## src/rtl/apjb_pkg.sv

```systemverilog
// ----------------------------------------------------------------------------
// apjb_pkg
// Shared widths, operation codes, register indexes and helpers of the
// audio playout jitter buffer.
// ----------------------------------------------------------------------------
package apjb_pkg;

  // field widths
  localparam int unsigned SMP_W     = 16;
  localparam int unsigned GAIN_W    = 11;
  localparam int unsigned CFG_W     = 14;
  localparam int unsigned CFG_IDX_W = 2;
  localparam int unsigned CNT_W     = 32;
  localparam int unsigned QF_W      = 14;
  localparam int unsigned FUNC_W    = 2;

  // operation codes
  typedef enum logic [FUNC_W-1:0] {
    FUNC_PUSH = 2'd0,
    FUNC_PULL = 2'd1,
    FUNC_TAKE = 2'd2,
    FUNC_NOP  = 2'd3
  } func_e;

  // configuration register indexes
  localparam logic [CFG_IDX_W-1:0] CFG_GAIN       = 2'd0;
  localparam logic [CFG_IDX_W-1:0] CFG_TRIM_ABOVE = 2'd1;
  localparam logic [CFG_IDX_W-1:0] CFG_KEEP       = 2'd2;

  // register reset values and gain ceiling (four in Q3.8)
  localparam logic [GAIN_W-1:0] GAIN_RST  = 11'd256;
  localparam logic [GAIN_W-1:0] GAIN_MAX  = 11'd1024;
  localparam logic [CFG_W-1:0]  TRIM_RST  = 14'd7680;
  localparam logic [CFG_W-1:0]  KEEP_RST  = 14'd1920;

  typedef logic signed [SMP_W-1:0] sample_t;
  typedef logic [SMP_W-1:0]        mag_t;

  // magnitude of a Q1.15 sample; full-scale negative gives 32768
  function automatic mag_t smp_mag(sample_t s);
    mag_t m;
    m = s[SMP_W-1] ? mag_t'(-s) : mag_t'(s);
    return m;
  endfunction

endpackage

```

## src/rtl/apjb_gain.sv

```systemverilog
// ----------------------------------------------------------------------------
// apjb_gain
// Two-stage playback gain: Q1.15 x Q3.8 multiply, then round half up and
// saturate back to Q1.15. One lane per channel.
// ----------------------------------------------------------------------------
module apjb_gain
  import apjb_pkg::*;
#(
  parameter int unsigned CHANNELS = 2
) (
  input  logic              clk_i,
  input  logic              mul_en_i,
  input  logic              sat_en_i,
  input  logic [GAIN_W-1:0] gain_i,
  input  sample_t           smp_i [CHANNELS],
  output sample_t           res_o [CHANNELS]
);

  localparam int unsigned PROD_W  = SMP_W + GAIN_W + 1;
  localparam int unsigned FRAC_W  = 8;
  localparam logic signed [PROD_W-1:0] RND     = PROD_W'(2 ** (FRAC_W - 1));
  localparam logic signed [PROD_W-1:0] SAT_HI  = PROD_W'(2 ** (SMP_W - 1) - 1);
  localparam logic signed [PROD_W-1:0] SAT_LO  = -SAT_HI - PROD_W'(1);

  logic signed [PROD_W-1:0] gain_s;
  logic signed [PROD_W-1:0] prod_q [CHANNELS];
  sample_t                  res_q  [CHANNELS];

  assign gain_s = $signed(PROD_W'(gain_i));

  for (genvar c = 0; c < CHANNELS; c++) begin : g_lane
    logic signed [PROD_W-1:0] rnd;
    logic signed [PROD_W-1:0] quo;

    // stage 1: product
    always_ff @(posedge clk_i) begin
      if (mul_en_i) begin
        prod_q[c] <= PROD_W'(smp_i[c]) * gain_s;
      end
    end

    // stage 2: round half up (floor after bias), then clamp
    assign rnd = prod_q[c] + RND;
    assign quo = rnd >>> FRAC_W;

    always_ff @(posedge clk_i) begin
      if (sat_en_i) begin
        if (quo > SAT_HI) begin
          res_q[c] <= SAT_HI[SMP_W-1:0];
        end else if (quo < SAT_LO) begin
          res_q[c] <= SAT_LO[SMP_W-1:0];
        end else begin
          res_q[c] <= quo[SMP_W-1:0];
        end
      end
    end

    assign res_o[c] = res_q[c];
  end

endmodule

```

## config.mk

```make
export PLATFORM = sky130hd
export DESIGN_NAME = apjb_gain
export DESIGN_NICKNAME = d
export VERILOG_FILES = /design/src/rtl/apjb_pkg.sv /design/src/rtl/apjb_gain.sv
export SDC_FILE = /design/constraint.sdc
export NUM_CORES = 1
export LEC_CHECK = 0
export BUFFER_PORTS_ARGS = -buffer_cell sky130_fd_sc_hd__buf_2
export CAP_MARGIN = 30
export CORE_UTILIZATION = 55
export DETAILED_ROUTE_END_ITERATION = 6
export PLACE_DENSITY = 0.73
export SETUP_SLACK_MARGIN = 0.5
export SLEW_MARGIN = 10
export SYNTH_ARGS = -nofsm -noshare
export SYNTH_HDL_FRONTEND = slang
export SYNTH_SLANG_ARGS = --single-unit
```

## constraint.sdc

```tcl
create_clock -name clk_i -period 11.7 [get_ports clk_i]
set_clock_uncertainty 0.15 [all_clocks]
set_input_delay 2.34 -clock clk_i [delete_from_list [all_inputs] [get_ports clk_i]]
set_output_delay 2.34 -clock clk_i [all_outputs]
set_load 0.05 [all_outputs]
```

=== After elaboration in Yosys (flattened, before gate mapping) ===
Memories as Yosys holds them, arrays and structs flattened.
Cells that the tools add are included.
W data, S select, Z words.

* Bits in registers: 0
* RAM bits: 88
* Bits of input ports: 46
* Output and inout bits: 32
* Logic and storage cells: 42
* Memories kept: 2

{| class="wikitable"
|+ Memory list
! memory !! depth !! width !! rd ports !! clocked after Yosys merged registers in !! wr ports !! line !! text
|-
| prod_q || 2 || 28 || 2 || 0 || 2 || apjb_gain.sv:26 || <nowiki>logic signed [PROD_W-1:0] prod_q [CHANNELS];</nowiki>
|-
| res_q || 2 || 16 || 2 || 0 || 2 || apjb_gain.sv:27 || <nowiki>sample_t res_q [CHANNELS];</nowiki>
|}

* $add $sub $neg: 2
* $mul: 2
* $lt $le $gt $ge: 4
* Mux-type cells: 28
* Bitwise gates (word level): 4

{| class="wikitable"
|+ Operators with widths
! kind !! count
|-
| $mux W16 || 4
|-
| $add A28 B9 Y28 const B || 2
|-
| $mul A16 B12 Y28 || 2
|-
| $gt A20 B16 Y1 const B || 2
|-
| $lt A20 B16 Y1 const B || 2
|-
| $mux W1 || 24
|-
| $or A1 B1 Y1 || 4
|}

=== Logic depth before layout (Yosys ltp) ===
An unclocked memory read counts as a cell.

* Depth after elaboration: 9
* Gate-level depth with buffers: 21
* Gate-level depth less buffers: 20

=== Least setup slack after synthesis ===
Ideal clock, no wire load.

* Path type: input port to flip-flop
* Start: input port gain_i[8]
* End: memory prod_q[0][55] in the netlist's numbering, data pin
* Setup time: 0.264 ns
* Arrival time: 7.048 ns
* Data required time: 11.286 ns
* Path slack: 4.239 ns
* Stages on the path: 19
* Buffers on the path: 1
* Path through: clkbuf_1 > nand2_1 > fa_1 > inv_1 > fa_1 > fa_1 > fa_1 > inv_1 > fa_1 > inv_1 > ha_1 > and4_1 > nand3_1 > nand4b_1 > a31oi_1 > o21a_1 > nor2_1 > o31ai_1 > xnor2_1

{| class="wikitable"
|+ RTL lines
! what !! line !! text
|-
| start: declaration || apjb_gain.sv:14 || <nowiki>input logic [GAIN_W-1:0] gain_i,</nowiki>
|-
| end: declaration || apjb_gain.sv:26 ||
|}

==> flow_metrics.tcl <==
set metrics [dict create \
    vias 11200 \
    fillers 2440 \
    slew_headroom_pct 53.9 \
    global_route.usage.total_pct 23.2 \
    numCtsBuffers 9 \
    final-instance-count-excl-fill 2125 \
    timing.critical_path.required_ns 11.65 \
    power_switching_uw 2320 \
    timing.setup.tns_ns 0 \
    slowest_stage "sky130_fd_sc_hd__fa_1" \
    design.portCount 78 \
    max_clock_freq_mhz 127 \
    post_route_cells_drive_above_1_share_pct 6.25 \
    vdd.ir_drop.worst_mv 0.309 \
    antenna_violations_before_repair 2 \
    die_width_um 172 \
    critical_path.endpoint_type "flip-flop" \
    clock-sinks 74 \
    rsz0062_at_grt "false" \
    share_seq_of_total_power_pct 15.4 \
    post-cts-setup-buffers 0 \
    clock_insertion_delay_worst_skew_ns 0.36 \
    path_cells "buf_2 -> nand2_1 -> inv_1 -> fa_1 -> fa_1 -> fa_1 -> fa_1 -> inv_1 -> fa_1 -> inv_1 -> ha_1 -> o2111a_1 -> nand4b_1 -> a31oi_1 -> o21a_1 -> nor2_1 -> o31ai_1 -> xnor2_1" \
    worstPathArrival_ns 7.80 \
    vias_per_cell 5.27 \
    final_net_count 2224 \
    gr-total-overflow 0 \
    synth_top_cell_by_area "sky130_fd_sc_hd__fa_1" \
    leakage_uw 0.00844 \
    synthXorXnorAreaFrac_pct 4.42 \
    cts_tree "built" \
    synth.distinct_cells 56 \
    final-hold-violation-count 0 \
    max-clock-path-buffers 2 \
    fp.coreArea_um2 28100 \
    setup_viol 0 \
    synthTopCellsByArea "sky130_fd_sc_hd__fa_1, sky130_fd_sc_hd__edfxtp_1, sky130_fd_sc_hd__inv_1" \
    grt_first_pass_wirelength_um 53500 \
    p_per_area_nw_per_um2 280 \
    gp_congestion 0.826 \
    critPathMaxFanout 32 \
    number_of_port_buffers 77 \
    multi_input_comb_area_um2 11700 \
    internal-power_uw 2370 \
    setup.worst_path.class "input pin to flip-flop" \
    status "finished, final reports clean" \
    floorplan.initialDensity_pct 56.5 \
    route.detailed.wl_per_inst_um 14.7 \
    switching_share_pct 49.5 \
    complex_gate_fraction_of_the_synthesized_area_pct 4.92 \
    most_frequently_used_flop_master_after_synthesis "sky130_fd_sc_hd__edfxtp_1" \
    dp.final_hpwl_um 25500 \
    ys_ff_latch 74 \
    final-seq-area_um2 2220 \
    synth.yosys.seq_area_share_pct 14.0 \
    final.min_clock_period_ns 7.85 \
    htree_num_levels 3 \
    post_synth_inst_count 1720 \
    max-cap-violations 0 \
    area_growth_pct 5.61 \
    clock_tree.root_cell "sky130_fd_sc_hd__clkbuf_16" \
    cp_common_cell "sky130_fd_sc_hd__fa_1" \
    synth_top_area_share_pct 40.4 \
    synth_top_family_by_area "adder cells" \
    cts_stage_hold_buffer_count 0 \
    slowest_stage_delay_on_critical_path_ns 0.62 \
    overall_die_area_um2 29500 \
    slew_violations 0 \
    clk_pin_slew_worst_paths_ns 0.06 \
    synth_fa_ha_area_share_pct 49.7 \
    synth-warning-count 0 \
    comb_power_share_pct 79.3 \
    synth_async_sr_flop_share_pct 0 \
    multiplexer_share_of_the_synthesized_area_pct 0.189 \
    detail_route.first_pass.iterations 5 \
    route.detailed.drc 0 \
    placementRows 61 \
    share_clk_of_total_power_pct 5.3 \
    detail_route.wirelength_um 31300 \
    worst_hold_path.num_cells 2 \
    tightest_slew_ns 0.692 \
    die-height_um 172 \
    grt_max_degree 43 \
    fraction_of_the_mapped_netlist_area_in_simple_logic_gates_pct 14.7 \
    layout_commonest_cell "sky130_fd_sc_hd__inv_1" \
    mean_post_synth_cell_area_um2 9.23 \
    drt_iter0_drc 602 \
    synth-edff-count 74 \
    holdCritPathClass "flip-flop to flip-flop" \
    layout_common_cells "sky130_fd_sc_hd__inv_1, sky130_fd_sc_hd__fa_1, sky130_fd_sc_hd__nand2_1" \
    grt_pass1_vias 11500 \
    worstSetupStartpointType "input pin" \
    period_share_pct 67.1 \
    postSynthNetCount 2204 \
    ant_nets 0 \
    cts-resized-gates 0 \
    r2r.worst_path.cells 9 \
    synth_area_um2 15900 \
    dp.cells 2105 \
]
==> cell families (layout without fill, tap and decap cells) <==
group,Yosys count,after routing
buffers and inverters,509,534
and+or+nand+nor,495,495
adders and majority gates,438,438
AOI/OAI and AO/OA,121,121
xor gates and xnor gates,80,80
DFF,74,74
muxes,3,3
other,0,2
==> critical path, delay by kind of cell <==
kind | cells | cell delay, ns
AND/OR/NAND/NOR | 3 | 0.46
buffers and inverters | 4 | 0.74
AO/OA/AOI/OAI | 4 | 1.04
adder cells (fa/ha/maj) | 6 | 3.07
XOR/XNOR | 1 | 0.11
==> synthesized netlist by cell type, types with 2 or more instances <==
library cell	number
sky130_fd_sc_hd__a211oi_1	2
sky130_fd_sc_hd__a21o_1	12
sky130_fd_sc_hd__a21oi_1	28
sky130_fd_sc_hd__a31oi_1	3
sky130_fd_sc_hd__and2_1	101
sky130_fd_sc_hd__and3_1	7
sky130_fd_sc_hd__and3_2	2
sky130_fd_sc_hd__and3_4	2
sky130_fd_sc_hd__and4_1	5
sky130_fd_sc_hd__clkbuf_1	66
sky130_fd_sc_hd__clkbuf_2	2
sky130_fd_sc_hd__edfxtp_1	74
sky130_fd_sc_hd__fa_1	320
sky130_fd_sc_hd__ha_1	118
sky130_fd_sc_hd__inv_1	437
sky130_fd_sc_hd__mux2i_1	3
sky130_fd_sc_hd__nand2_1	284
sky130_fd_sc_hd__nand3_1	17
sky130_fd_sc_hd__nand4_1	12
sky130_fd_sc_hd__nand4bb_1	2
sky130_fd_sc_hd__nor2_1	35
sky130_fd_sc_hd__nor2b_1	4
sky130_fd_sc_hd__nor3_1	13
sky130_fd_sc_hd__nor3_2	2
sky130_fd_sc_hd__o211ai_1	7
sky130_fd_sc_hd__o21a_1	4
sky130_fd_sc_hd__o21ai_0	29
sky130_fd_sc_hd__o21ai_1	14
sky130_fd_sc_hd__o21bai_1	5
sky130_fd_sc_hd__o22ai_1	2
sky130_fd_sc_hd__o31ai_1	3
sky130_fd_sc_hd__or3_1	3
sky130_fd_sc_hd__xnor2_1	45
sky130_fd_sc_hd__xor2_1	35
==> flip-flops by register name, summed over array words and instances (netlist names) <==
signal  count
prod_q     42
res_q      32
==> worst paths after layout <==
path / startpoint / end / slack, ns
min: prod_q[0][44]$_DFFE_PP_ / res_q[1][8]$_SDFFCE_PN1P_ / 0.50
min reg2reg: prod_q[0][44]$_DFFE_PP_ / res_q[1][8]$_SDFFCE_PN1P_ / 0.50
max reg2reg: prod_q[0][7]$_DFFE_PP_ / res_q[0][8]$_DFFE_PP_ / 8.80
max: gain_i[3] / prod_q[0][55]$_DFFE_PP_ / 3.85
==> metal layers <==
layer	track usage [%]	vias up	part of all wire [%]	wire length (um)
li1	-	5163	-	-
met1	30.4	5710	42	13100
met2	40.6	282	51	16100
met3	2.75	34	4.5	1420
met4	6.81	0	2.0	634
met5	0	-	0	0
==> stage by stage <==
step,cell area [um2],total power (uW),hold WS [ns],util [%],setup WS [ns]
floorplan,15900,3730,0.450,-,4.24
global placement,16500,4320,0.498,58.6,3.69
detailed placement,16500,4450,0.499,58.6,3.53
CTS,16700,4720,0.511,59.5,3.90
global route,16800,5270,0.552,59.7,3.52
finish,16800,4690,0.501,59.7,3.85
==> power by group through the flow <==
stage | clock (uW) | combinational (uW) | sequential (uW)
floorplan | 0 | 2930 | 807
global placement | 0 | 3600 | 722
detailed placement | 0 | 3720 | 727
CTS | 253 | 3740 | 723
global route | 263 | 4260 | 739
finish | 249 | 3710 | 723
==> area by class of cell <==
cell class,count,area share [%]
diodes,2,0.0299
clock buffers,9,1.34
clock inverters,7,0.217
inverters,437,9.79
multi-input cells,1137,69.9
flip-flops and latches,74,13.3
well taps,378,2.82
repair buffers,81,2.60
Power figures use the tool's default switching activity.
